===== src/brm_pkg.sv =====
// Shared constants, types and helper functions for the radix-2 Booth multiplier.
// No dependencies; every other file of the block imports this package.
`default_nettype none

package brm_pkg;

  localparam int WIDTH = 16;
  localparam int IN_W  = 16;
  localparam int OUT_W = 32;
  localparam int PROD_W = 2 * WIDTH;
  localparam int CNT_W = (WIDTH > 2) ? $clog2(WIDTH) : 1;
  localparam logic [CNT_W-1:0] LAST_PASS = CNT_W'(WIDTH - 1);

  typedef logic [WIDTH-1:0] operand_t;

  typedef struct packed {
    logic load;
    logic step;
    logic capture;
  } brm_cmd_t;

  typedef struct packed {
    logic last_pass;
  } brm_status_t;

  // Sign-extends a 16-bit input and keeps its low WIDTH bits.
  function automatic operand_t to_operand(input logic [IN_W-1:0] v);
    operand_t r;
    for (int i = 0; i < WIDTH; i++) begin
      r[i] = (i < IN_W) ? v[i] : v[IN_W-1];
    end
    return r;
  endfunction

  // Sign-extends or truncates the full product to the output width.
  function automatic logic [OUT_W-1:0] fit_product(input logic [PROD_W-1:0] p);
    logic [OUT_W-1:0] r;
    for (int i = 0; i < OUT_W; i++) begin
      r[i] = (i < PROD_W) ? p[i] : p[PROD_W-1];
    end
    return r;
  endfunction

endpackage

`default_nettype wire


===== src/booth_radix2_multiplier_unit.sv =====
// Top level of the radix-2 Booth signed multiplier.
// Instantiates brm_controller and brm_datapath; depends on brm_pkg.
//
// The unit multiplies two signed 16-bit operands, taken as WIDTH-bit two's
// complement values, and returns the signed product sign-extended or
// truncated to 32 bits. A transaction is accepted while the unit is idle,
// after which the datapath performs WIDTH Booth add-or-subtract and shift
// passes, one pass per cycle unless the final pass stalls; the last pass
// writes the result register directly. A finished product waits in its own
// register, so the next transaction can be accepted while it is still
// pending; the final pass stalls only if the previous product has not yet
// been taken.
`default_nettype none

module booth_radix2_multiplier_unit import brm_pkg::*; (
  input  wire logic              clk,
  input  wire logic              rst,
  input  wire logic              in_valid,
  output logic                   in_ready,
  input  wire logic [IN_W-1:0]   multiplier,
  input  wire logic [IN_W-1:0]   multiplicand,
  output logic                   out_valid,
  input  wire logic              out_ready,
  output logic [OUT_W-1:0]       product
);

  brm_cmd_t    cmd;
  brm_status_t status;

  brm_controller u_ctrl (
    .clk       (clk),
    .rst       (rst),
    .in_valid  (in_valid),
    .in_ready  (in_ready),
    .out_valid (out_valid),
    .out_ready (out_ready),
    .status    (status),
    .cmd       (cmd)
  );

  brm_datapath u_dp (
    .clk          (clk),
    .cmd          (cmd),
    .status       (status),
    .multiplier   (multiplier),
    .multiplicand (multiplicand),
    .product      (product)
  );

endmodule

`default_nettype wire


===== src/brm_datapath.sv =====
// Datapath of the Booth multiplier: accumulator, multiplier shift register,
// pass counter and result register. Depends on brm_pkg.
`default_nettype none

module brm_datapath import brm_pkg::*; (
  input  wire logic              clk,
  input  wire brm_cmd_t          cmd,
  output brm_status_t            status,
  input  wire logic [IN_W-1:0]   multiplier,
  input  wire logic [IN_W-1:0]   multiplicand,
  output logic [OUT_W-1:0]       product
);

  operand_t         accumulator;
  operand_t         multiplier_shift;
  logic             prior_bit;
  operand_t         held_multiplicand;
  logic [CNT_W-1:0] pass_count;

  operand_t         sum;
  operand_t         accumulator_next;
  operand_t         multiplier_shift_next;
  logic             low_bit;

  always_comb begin
    low_bit = multiplier_shift[0];
    if (low_bit && !prior_bit) begin
      sum = accumulator - held_multiplicand;
    end else if (!low_bit && prior_bit) begin
      sum = accumulator + held_multiplicand;
    end else begin
      sum = accumulator;
    end
    accumulator_next      = {sum[WIDTH-1], sum[WIDTH-1:1]};
    multiplier_shift_next = {sum[0], multiplier_shift[WIDTH-1:1]};
  end

  assign status.last_pass = (pass_count == LAST_PASS);

  always_ff @(posedge clk) begin
    if (cmd.load) begin
      accumulator       <= '0;
      multiplier_shift  <= to_operand(multiplier);
      prior_bit         <= 1'b0;
      held_multiplicand <= to_operand(multiplicand);
      pass_count        <= '0;
    end else if (cmd.step) begin
      accumulator      <= accumulator_next;
      multiplier_shift <= multiplier_shift_next;
      prior_bit        <= low_bit;
      pass_count       <= pass_count + 1'b1;
    end
    if (cmd.capture) begin
      product <= fit_product({accumulator_next, multiplier_shift_next});
    end
  end

endmodule

`default_nettype wire


===== src/brm_controller.sv =====
// Controller of the Booth multiplier: sequences load and passes and owns the
// handshake flags of both channels. Depends on brm_pkg.
`default_nettype none

module brm_controller import brm_pkg::*; (
  input  wire logic        clk,
  input  wire logic        rst,
  input  wire logic        in_valid,
  output logic             in_ready,
  output logic             out_valid,
  input  wire logic        out_ready,
  input  wire brm_status_t status,
  output brm_cmd_t         cmd
);

  localparam logic ST_IDLE = 1'b0;
  localparam logic ST_BUSY = 1'b1;

  logic state;
  logic state_next;
  logic out_valid_next;
  logic out_free;

  assign in_ready = (state == ST_IDLE);
  assign out_free = !out_valid || out_ready;

  always_comb begin
    cmd.load    = in_valid && in_ready;
    cmd.step    = (state == ST_BUSY) && (!status.last_pass || out_free);
    cmd.capture = (state == ST_BUSY) && status.last_pass && out_free;

    state_next = state;
    case (state)
      ST_IDLE: begin
        if (cmd.load) begin
          state_next = ST_BUSY;
        end
      end
      ST_BUSY: begin
        if (cmd.capture) begin
          state_next = ST_IDLE;
        end
      end
      default: begin
        state_next = ST_IDLE;
      end
    endcase

    if (cmd.capture) begin
      out_valid_next = 1'b1;
    end else if (out_ready) begin
      out_valid_next = 1'b0;
    end else begin
      out_valid_next = out_valid;
    end
  end

  always_ff @(posedge clk) begin
    if (rst) begin
      state     <= ST_IDLE;
      out_valid <= 1'b0;
    end else begin
      state     <= state_next;
      out_valid <= out_valid_next;
    end
  end

endmodule

`default_nettype wire


===== config.mk =====
export PLATFORM = sky130hd
export DESIGN_NAME = booth_radix2_multiplier_unit
export DESIGN_NICKNAME = d
export VERILOG_FILES = /design/src/brm_pkg.sv /design/src/booth_radix2_multiplier_unit.sv /design/src/brm_datapath.sv /design/src/brm_controller.sv
export SDC_FILE = /design/constraint.sdc
export NUM_CORES = 1
export LEC_CHECK = 0
export BUFFER_PORTS_ARGS = -buffer_cell sky130_fd_sc_hd__buf_4
export CAP_MARGIN = 25
export CORE_AREA = 2 2 95 97
export CTS_CLUSTER_DIAMETER = 100
export CTS_CLUSTER_SIZE = 16
export DETAILED_ROUTE_END_ITERATION = 16
export DIE_AREA = 0 0 97 99
export GPL_ROUTABILITY_DRIVEN = 0
export PLACE_DENSITY = 0.79
export SYNTH_ARGS = -nofsm -noshare
export SYNTH_HDL_FRONTEND = slang
export SYNTH_SLANG_ARGS = --single-unit

===== constraint.sdc =====
create_clock -name clk -period 3.3 [get_ports clk]
set_input_delay 0.165 -clock clk [delete_from_list [all_inputs] [get_ports clk]]
set_output_delay 0.165 -clock clk [all_outputs]
set_load 0.1 [all_outputs]

==> impl_metrics.json, run 1 <==
{
  "clkSinkCount": 85,
  "die_w_um": 97,
  "htreeDepth": 3,
  "die_h_um": 99,
  "cp_max_fo": 8,
  "ios": 70,
  "fin_util_pct": 68.2,
  "post_cts_buffers": 0,
  "post_synth_main_area_contributors": "edfxtp_1 39%, dfxtp_1 9.0%, ha_1 8.0%",
  "endpoint": "u_dp.product[25]$_DFFE_PP_",
  "dr_total_vias": 3945,
  "clk_latency_ps": 370,
  "place_inst": 650,
  "synthesis.instances": 491,
  "cp_slowest_cell": "a211oi_1",
  "fin_setup_tns_ps": 0,
  "status": "completed",
  "hold_viol": 0,
  "cts_buffers": 9,
  "peakVddDrop_v": 0.000360,
  "yosys.area.top_type": "edfxtp_1",
  "p_per_area_nw_per_um2": 627,
  "fill_cells": 628,
  "initial_core_util_pct": 57.0,
  "synth.distinct_cells": 69,
  "drt-initial-drc-count": 297,
  "timing.slew.headroom_pct": 54.5,
  "drt_wl_total_mm": 11.6,
  "finish.net_count": 639,
  "async_flop_share_pct": 0,
  "cap_violations": 0,
  "path_class": "flop to flop",
  "viasPerCell": 5.78,
  "synth_edf_count": 63,
  "required_ps": 3390,
  "crit_path_start": "u_dp.held_multiplicand[2]$_DFFE_PP_",
  "syn_to_final_growth_pct": 19.8,
  "ys_ff_latch": 85,
  "worst-path-buf-inv": 1,
  "antenna_found_initial": 0,
  "yosysWarningCount": 0,
  "synth_top_area_share_pct": 38.8,
  "path_delay_family": "compound AO/OA/AOI/OAI gates",
  "cts_tree": "done",
  "rrSetupSlack_ps": 480,
  "syn-cell-area_um2": 4870,
  "cp-start-kind": "flop",
  "grt_overflow": 0,
  "reg2reg_to": "u_dp.product[25]$_DFFE_PP_",
  "clk_pin_slew_ps": 100,
  "grt_max_degree": 36,
  "grt_pass1_wl_mm": 18.7,
  "synth_flop_cell": "edfxtp_1",
  "hpwl_mm": 8.18,
  "core_um2": 8550,
  "grt_pass1_vias": 3875,
  "die_area_um2": 9600,
  "rr_worst_depth": 10,
  "track_usage_pct": 24.4,
  "fmax_mhz": 355,
  "skew_ps": 10.1,
  "period_minus_slack_ps": 2820,
  "n_antenna_cell": 0,
  "drtPass1Iterations": 5,
  "syn_nets": 560,
  "drc": 0,
  "worstPathCellList": "inv_1 -> ha_1 -> nor2b_1 -> o21a_1 -> o21ai_2 -> nand2b_1 -> a21bo_2 -> mux2i_1 -> a211oi_1 -> nand2_1",
  "r2r-start": "u_dp.held_multiplicand[2]$_DFFE_PP_",
  "hold_class": "input port to flop",
  "p_leak_nw": 2.52,
  "antenna_left": 0,
  "layout.cells.non_filler": 683,
  "wl_per_cell_um": 17.0,
  "synth_area_per_cell_um2": 9.92,
  "clockBufferDepth": 2,
  "drv_slew": 0,
  "worst_pin_slew_ps": 675,
  "port_buffers": 69,
  "rows": 34,
  "path_depth": 10,
  "arrival_ps": 2910,
  "final_layout_size_suffix_gt1_share_pct": 20.0,
  "root_buffer": "clkbuf_8",
  "rsz0062_at_grt": "no",
  "seq_area_frac_synth_pct": 47.9,
  "period_share_pct": 85.3,
  "worstSetupEndpointType": "flop",
  "setup_viol": 0,
  "crit_path_max_incr_delay_ps": 420
}
## power by group
group | switching, mW | internal [mW]
clock network | 0.416 | 0.362
logic | 0.845 | 0.611
registers | 0.122 | 1.30
total | 1.38 | 2.27
## worst register-to-register path, cell delays in order, from the launching register on
cell	delay, ps
edfxtp_1	370
inv_1	60
ha_1	410
nor2b_1	180
o21a_1	190
o21ai_2	220
nand2b_1	180
a21bo_2	240
mux2i_1	120
a211oi_1	420
nand2_1	160
## registers in the layout, summed over array words and instances, names as in the netlist
signal                  flops
u_dp.multiplier_shift      16
u_dp.prior_bit              1
u_dp.held_multiplicand     16
u_ctrl.state                1
u_dp.product               31
u_dp.pass_count             4
u_ctrl.out_valid            1
u_dp.accumulator           15
## how the worst min path moves through the flow
stage                        start                                  end  slack, ps  depth (start not counted)
CTS                 multiplier[12]  u_dp.multiplier_shift[12]$_DFFE_PP_         50                          3
global placement               rst        u_ctrl.out_valid$_SDFFE_PP0P_        340                          2
finish               multiplier[9]   u_dp.multiplier_shift[9]$_DFFE_PP_         60                          3
detailed placement             rst        u_ctrl.out_valid$_SDFFE_PP0P_        340                          2
floorplan                      rst        u_ctrl.out_valid$_SDFFE_PP0P_        230                          1
global route        multiplier[12]  u_dp.multiplier_shift[12]$_DFFE_PP_         60                          3
## cells by family (layout without fill, tap and decap cells)
group / count (synthesis) / after routing / synth area share, %
adders and majority gates: 33 / 33 / 8.78
xor gates and xnor gates: 24 / 24 / 4.32
DFF: 85 / 85 / 47.9
AOI/OAI and AO/OA: 112 / 112 / 16.4
and+or+nand+nor: 172 / 172 / 16.3
muxes: 6 / 6 / 1.31
buffers and inverters: 59 / 143 / 5.01
## placed cells by master, fill, tap and decap left out, types with 6 or more instances in the layout
| master | instances |
|---|---|
| nor2_1 | 37 |
| nand2b_1 | 8 |
| a211oi_1 | 6 |
| inv_1 | 30 |
| xor2_1 | 9 |
| dfxtp_1 | 22 |
| edfxtp_1 | 63 |
| ha_1 | 31 |
| nand2_1 | 78 |
| a21oi_1 | 31 |
| nor3_1 | 8 |
| xnor2_1 | 15 |
| clkbuf_8 | 9 |
| o21ai_1 | 6 |
| buf_4 | 75 |
| and3_1 | 7 |
| dlygate4sd3_1 | 17 |
| a21o_1 | 8 |
| o21ai_0 | 13 |
| nand3_1 | 9 |
| o31ai_1 | 6 |
## cells in the mapped netlist (9+ instances only)
master / count
nand2_1: 78
edfxtp_1: 63
nor2_1: 37
a21oi_1: 31
ha_1: 31
inv_1: 30
dfxtp_1: 22
clkbuf_1: 15
xnor2_1: 15
o21ai_0: 13
nand3_1: 9
xor2_1: 9
## metal layers
metal	GRT usage, %	part of all wire, %	up-vias
met1	29.7	41	1873
met5	0	0	-
met3	4.04	6.0	21
met2	43.6	51	157
li1	-	-	1894
met4	8.78	2.1	0
## metrics by stage
stage / hold WS [ps] / total power, mW / setup slack, ps / cell area, um^2
after floorplan: 234 / 2.53 / 498 / 4870
after CTS: 50.7 / 3.64 / 532 / 5830
after detailed placement: 341 / 2.84 / 550 / 5460
after global placement: 338 / 2.79 / 663 / 5460
after global routing: 56.3 / 3.86 / 416 / 5830
final: 56.7 / 3.66 / 484 / 5830
## area by class of cell
cell class / count / area (um^2) / area share, %
clock inverters: 7 / 81.3 / 1.39
multi-input cells: 347 / 2300 / 39.4
flip-flops and latches: 85 / 2330 / 40.0
repair buffers: 92 / 733 / 12.6
inverters: 35 / 131 / 2.25
well taps: 108 / 135 / 2.32
clock buffers: 9 / 124 / 2.12
## what timing repair did
| item | 4_1_cts | 5_1_grt |
|---|---|---|
| resized for setup | 0 | 0 |
| hold buffers | 17 | 0 |
| hold endpoints to repair | 18 | 0 |
Note: power is estimated with default switching activity, not from simulation.
==> run 2: changes to the inputs <==
CORE_AREA = 2 2 94 96   (was 2 2 95 97)
DIE_AREA = 0 0 96 98   (was 0 0 97 99)
PLACE_DENSITY = 0.81   (was 0.79)
clock period = 3.55 ns   (was 3.3 ns; I/O delays follow)
==> run 2 against run 1 <==
  * Clock power shrank 12%
  * Via count is 0.30% lower
  * Critical path depth stayed put
  * Register-to-register slack improved by 330 ps
  * Sequential cell count unchanged
  * Core utilization rose by 0.61 points
==> impl_metrics.json, run 2 (synthesis gave the netlist of run 1 again) <==
{
  "status": "completed",
  "drt_wl_total_mm": 11.3,
  "grtUsageMet3_pct": 6.10,
  "arrival_ps": 3000,
  "htreeDepth": 3,
  "track_usage_pct": 25.0,
  "cp-start-kind": "flop",
  "root_buffer": "clkbuf_8",
  "period_share_pct": 77.1,
  "layout.cells.non_filler": 684,
  "switching_share_pct": 37.2,
  "post_cts_resized": 0,
  "final_layout_size_suffix_gt1_share_pct": 19.8,
  "worst_pin_slew_ps": 724,
  "ios": 70,
  "die_h_um": 98,
  "fmax_mhz": 366,
  "min_from": "multiplier[10]",
  "rsz0062_at_grt": "no",
  "timing.slew.headroom_pct": 51.7,
  "fin_util_pct": 68.8,
  "clockBufferDepth": 2,
  "clkSinkCount": 85,
  "drt-initial-drc-count": 233,
  "grt_max_degree": 36,
  "hold_viol": 0,
  "place_inst": 651,
  "met1_usage_pct": 32.2,
  "initial_core_util_pct": 57.5,
  "fin_setup_tns_ps": 0,
  "cts_buffers": 9,
  "pwr-share-clk_pct": 20.5,
  "largest_register_ffs": 31,
  "hold_slack_ps": 71.2,
  "met2_usage_pct": 40.7,
  "pwr-share-comb_pct": 40.0,
  "cts_tree": "done",
  "most-common-layout-cells": "78 x nand2_1, 76 x buf_4, 63 x edfxtp_1, 37 x nor2_1",
  "port_buffers": 69,
  "drv_slew": 0,
  "finish.net_count": 640,
  "multi_input_area_um2": 2300,
  "clk_pin_slew_ps": 90,
  "die_w_um": 96,
  "antenna_found_initial": 0,
  "grt_pass1_vias": 3753,
  "p_per_area_nw_per_um2": 575,
  "final_common_cell": "nand2_1",
  "hold_class": "input port to flop",
  "wl_per_cell_um": 16.5,
  "syn_to_final_growth_pct": 19.7,
  "viasPerCell": 5.75,
  "setup_viol": 0,
  "r2r-start": "u_dp.held_multiplicand[9]$_DFFE_PP_",
  "antenna_left": 0,
  "reg_top3": "u_dp.product x31, u_dp.held_multiplicand x16, u_dp.multiplier_shift x16",
  "ff_latch_area_um2": 2330,
  "crit_path_start": "u_dp.held_multiplicand[9]$_DFFE_PP_",
  "cap_violations": 0,
  "required_ps": 3810,
  "skew_ps": 16.7,
  "die_area_um2": 9410,
  "grt_overflow": 0,
  "fill_cells": 646,
  "dr_total_vias": 3933,
  "hpwl_mm": 7.86,
  "peakVddDrop_v": 0.000364,
  "p_int_mw": 2.11,
  "p_leak_nw": 2.51,
  "cp_max_fo": 13,
  "clk_latency_ps": 370,
  "path_class": "flop to flop",
  "p_sw_mw": 1.25,
  "n_antenna_cell": 0,
  "grt_pass1_wl_mm": 18.1,
  "worstSetupEndpointType": "flop",
  "regMostFlops": "u_dp.product",
  "seqPwrFrac_pct": 39.4,
  "drtPass1Iterations": 5,
  "drc": 0,
  "busiest_layer": "met2",
  "rows": 34,
  "period_minus_slack_ps": 2740,
  "core_um2": 8470
}
[run 2: cell count changes in the layout (fill, tap and decap cells not counted), sizes merged]
cell,delta
buf,+1
clkbuf,+2
clkinvlp,+1
inv,-2
clkinv,-1
[run 2: worst max-delay path: stages (launching register included)]
cell	delay (ps)
edfxtp_1	360
inv_1	50
ha_1	450
or3_4	450
nand2b_4	160
nor3_2	180
a21oi_4	100
xnor2_1	150
mux2_2	260
a221o_1	300
a21o_1	160
[run 2: power by group through the flow]
stage | clock, mW | sequential, mW | combinational, mW
after global placement | 0 | 1.33 | 1.26
final | 0.688 | 1.32 | 1.34
after global routing | 0.745 | 1.34 | 1.47
after floorplan | 0 | 1.30 | 1.05
after detailed placement | 0 | 1.34 | 1.29
after CTS | 0.703 | 1.32 | 1.32
[run 2: layer usage]
metal / part of all wire (%) / routed length, um
met5: 0 / 0
met4: 2.2 / 251
met3: 6.2 / 696
met2: 50 / 5600
met1: 42 / 4720
[run 2: layout make-up]
cell class,instances,share of cell area [%]
Inverter,35,2.25
Timing Repair Buffer,93,12.7
Multi-Input combinational cell,347,39.4
Clock buffer,11,2.25
Sequential cell,85,40.0
Clock inverter,5,1.03
Tap cell,108,2.32
[run 2: stage by stage]
step	power (mW)	setup slack (ps)	instance area [um^2]
CTS	3.34	826	5830
finish	3.35	814	5830
global route	3.55	707	5830
global placement	2.59	911	5460
floorplan	2.35	748	4870
detailed placement	2.63	847	5470
[run 2: what timing repair did]
action                    CTS  global route
hold endpoints to repair   18             0
buffers inserted            0             0
hold buffers               17             0
[run 2: final timing paths]
check / to / slack, ps / cells past startpoint
min reg2reg: u_dp.product[4]$_DFFE_PP_ / 460 / 0
min: u_dp.multiplier_shift[10]$_DFFE_PP_ / 70 / 3
max: u_dp.accumulator[10]$_SDFFE_PP0P_ / 810 / 10
max reg2reg: u_dp.accumulator[10]$_SDFFE_PP0P_ / 810 / 10
==> run 3: changes to the inputs <==
CORE_AREA = 2 2 95 97   (was 2 2 94 96)
DIE_AREA = 0 0 97 99   (was 0 0 96 98)
PLACE_DENSITY = 0.79   (was 0.81)
clock period = 2.6 ns   (was 3.55 ns; I/O delays follow)
==> run 3 against run 2 <==
  * The flow now finishes with violations (negative setup slack)
  * Global-route usage down 0.64 points
  * Sequential power increased by 36%
  * Via count up 4.8%
  * Register-to-register slack got worse by 830 ps
  * Core utilization up 3.7 points
  * Worst hold slack got worse by 64 ps
  * Critical endpoint is now u_dp.product[29]$_DFFE_PP_
  * Largest power group unchanged
==> impl_metrics.json, run 3 (synthesis gave the netlist of run 1 again) <==
{
  "status": "finished with violations",
  "violations": "negative setup slack",
  "layout.cells.non_filler": 712,
  "cap_violations": 0,
  "worstPathCellList": "buf_4 -> fa_2 -> nor2b_1 -> o21a_1 -> o21ai_2 -> nand2b_1 -> a311oi_2 -> a221o_1 -> a211o_1",
  "largest_register_ffs": 31,
  "hpwl_mm": 8.10,
  "setup_viol": 2,
  "root_buffer": "clkbuf_8",
  "required_ps": 2720,
  "crit_path_max_incr_delay_ps": 470,
  "path_class": "flop to flop",
  "grt_pass1_vias": 3846,
  "peakVddDrop_v": 0.000419,
  "syn_to_final_growth_pct": 27.4,
  "die_area_um2": 9600,
  "period_share_pct": 100,
  "drtPass1Iterations": 5,
  "hold_class": "input port to flop",
  "clk_pin_slew_ps": 90,
  "period_minus_slack_ps": 2610,
  "antenna_found_initial": 0,
  "n_antenna_cell": 0,
  "final_layout_size_suffix_gt1_share_pct": 26.7,
  "arrival_ps": 2730,
  "fmax_mhz": 383,
  "die_w_um": 97,
  "die_h_um": 99,
  "reg2reg_to": "u_dp.product[29]$_DFFE_PP_",
  "ios": 70,
  "p_leak_nw": 2.68,
  "worstSetupEndpointType": "flop",
  "setup_ws_ps": -11.5,
  "clockBufferDepth": 2,
  "track_usage_pct": 24.3,
  "drc": 0,
  "wl_per_cell_um": 17.1,
  "cp_max_fo": 4,
  "finish.net_count": 668,
  "clk_latency_ps": 380,
  "cts_buffers": 9,
  "dr_total_vias": 4121,
  "clkSinkCount": 85,
  "rsz0062_at_grt": "yes",
  "grt_pass1_wl_mm": 18.7,
  "rr_worst_depth": 9,
  "placed_cell_area_um2": 5590,
  "min_from": "multiplier[7]",
  "viasPerCell": 5.79,
  "p_per_area_nw_per_um2": 803,
  "drt_wl_total_mm": 12.1,
  "grt_overflow": 0,
  "cts_tree": "done",
  "hold_depth": 3,
  "antenna_left": 0,
  "rrSetupSlack_ps": -10,
  "reg_top3": "u_dp.product x31, u_dp.held_multiplicand x16, u_dp.multiplier_shift x16",
  "cp_slowest_cell": "edfxtp_1",
  "grt_max_degree": 36,
  "fin_area_um2": 6200,
  "worst_pin_slew_ps": 708,
  "cp-start-kind": "flop",
  "core_um2": 8550,
  "hold_viol": 0,
  "final_common_cell": "buf_4",
  "port_buffers": 69,
  "fin_util_pct": 72.5,
  "hold_end": "u_dp.multiplier_shift[7]$_DFFE_PP_",
  "place_inst": 668,
  "initial_core_util_pct": 57.0,
  "rows": 34,
  "r2r-start": "u_dp.held_multiplicand[1]$_DFFE_PP_",
  "regMostFlops": "u_dp.product",
  "htreeDepth": 3,
  "drt-initial-drc-count": 315,
  "drv_slew": 0,
  "most-common-layout-cells": "104 x buf_4, 78 x nand2_1, 63 x edfxtp_1, 37 x nor2_1, 30 x inv_1",
  "timing.slew.headroom_pct": 52.7,
  "skew_ps": 12.5
}
-- run 3: metrics by stage --
step / hold slack, ps / setup TNS [ps] / worst slack, ps / power, mW
after detailed placement: 309 / 0 / 3.37 / 3.70
after floorplan: 199 / 0 / 22.0 / 3.20
after global placement: 303 / 0 / 38.6 / 3.65
final: 6.82 / -19.8 / -11.5 / 4.98
after global routing: 5.52 / -287 / -68.2 / 5.25
after CTS: 0.192 / 0 / 1.95 / 4.74
-- run 3: critical path: cells and delay by family, from the launching register on --
kind            cells  cell delay (ps)
buf+inv             1              180
simple gates        2              310
flops               1              470
compound gates      5              990
fa+ha+maj           1              410
-- run 3: power by group --
part           switching (mW)  internal (mW)  leakage (nW)  total (mW)
Sequential              0.145           1.65         0.776        1.79
Combinational            1.21          0.982          1.80        2.19
Clock                   0.539          0.459         0.106       0.998
Total                    1.89           3.09          2.68        4.98
-- run 3: worst max-delay path by stage --
stage               slack [ps]                           endpoint                                  from  cells after the start
floorplan                   20         u_dp.product[26]$_DFFE_PP_  u_dp.held_multiplicand[10]$_DFFE_PP_                     10
global placement            40         u_dp.product[26]$_DFFE_PP_   u_dp.held_multiplicand[1]$_DFFE_PP_                      9
detailed placement           3  u_dp.accumulator[10]$_SDFFE_PP0P_   u_dp.held_multiplicand[1]$_DFFE_PP_                     10
CTS                          2         u_dp.product[29]$_DFFE_PP_   u_dp.held_multiplicand[2]$_DFFE_PP_                      9
global route               -70  u_dp.accumulator[13]$_SDFFE_PP0P_   u_dp.held_multiplicand[1]$_DFFE_PP_                     10
finish                     -10         u_dp.product[29]$_DFFE_PP_   u_dp.held_multiplicand[1]$_DFFE_PP_                      9
-- run 3: final cells by class --
type	instances	area [um^2]
clock buffer	9	124
clock inverter	7	81.3
fill	592	2350
inverter	35	131
multi-input combinational	347	2450
sequential	85	2330
tap	108	135
timing repair buffer	121	951
-- run 3: what timing repair did --
item | in CTS | in global routing
gates cloned | 0 | 0
hold buffers | 17 | 0
endpoints found under the hold margin | 18 | 0
setup endpoints to repair | 4 | 14
setup buffers | 1 | 10
resized for setup | 2 | 24
pin swaps | 0 | 10
-- run 3: layer usage --
| metal | part of all wire (%) | GRT usage, % | wire length [um] |
|---|---|---|---|
| met1 | 41 | 30.5 | 4930 |
| met4 | 3.6 | 8.34 | 432 |
| met3 | 5.8 | 4.61 | 710 |
| met5 | 0 | 0 | 0 |
| met2 | 50 | 42.4 | 6070 |
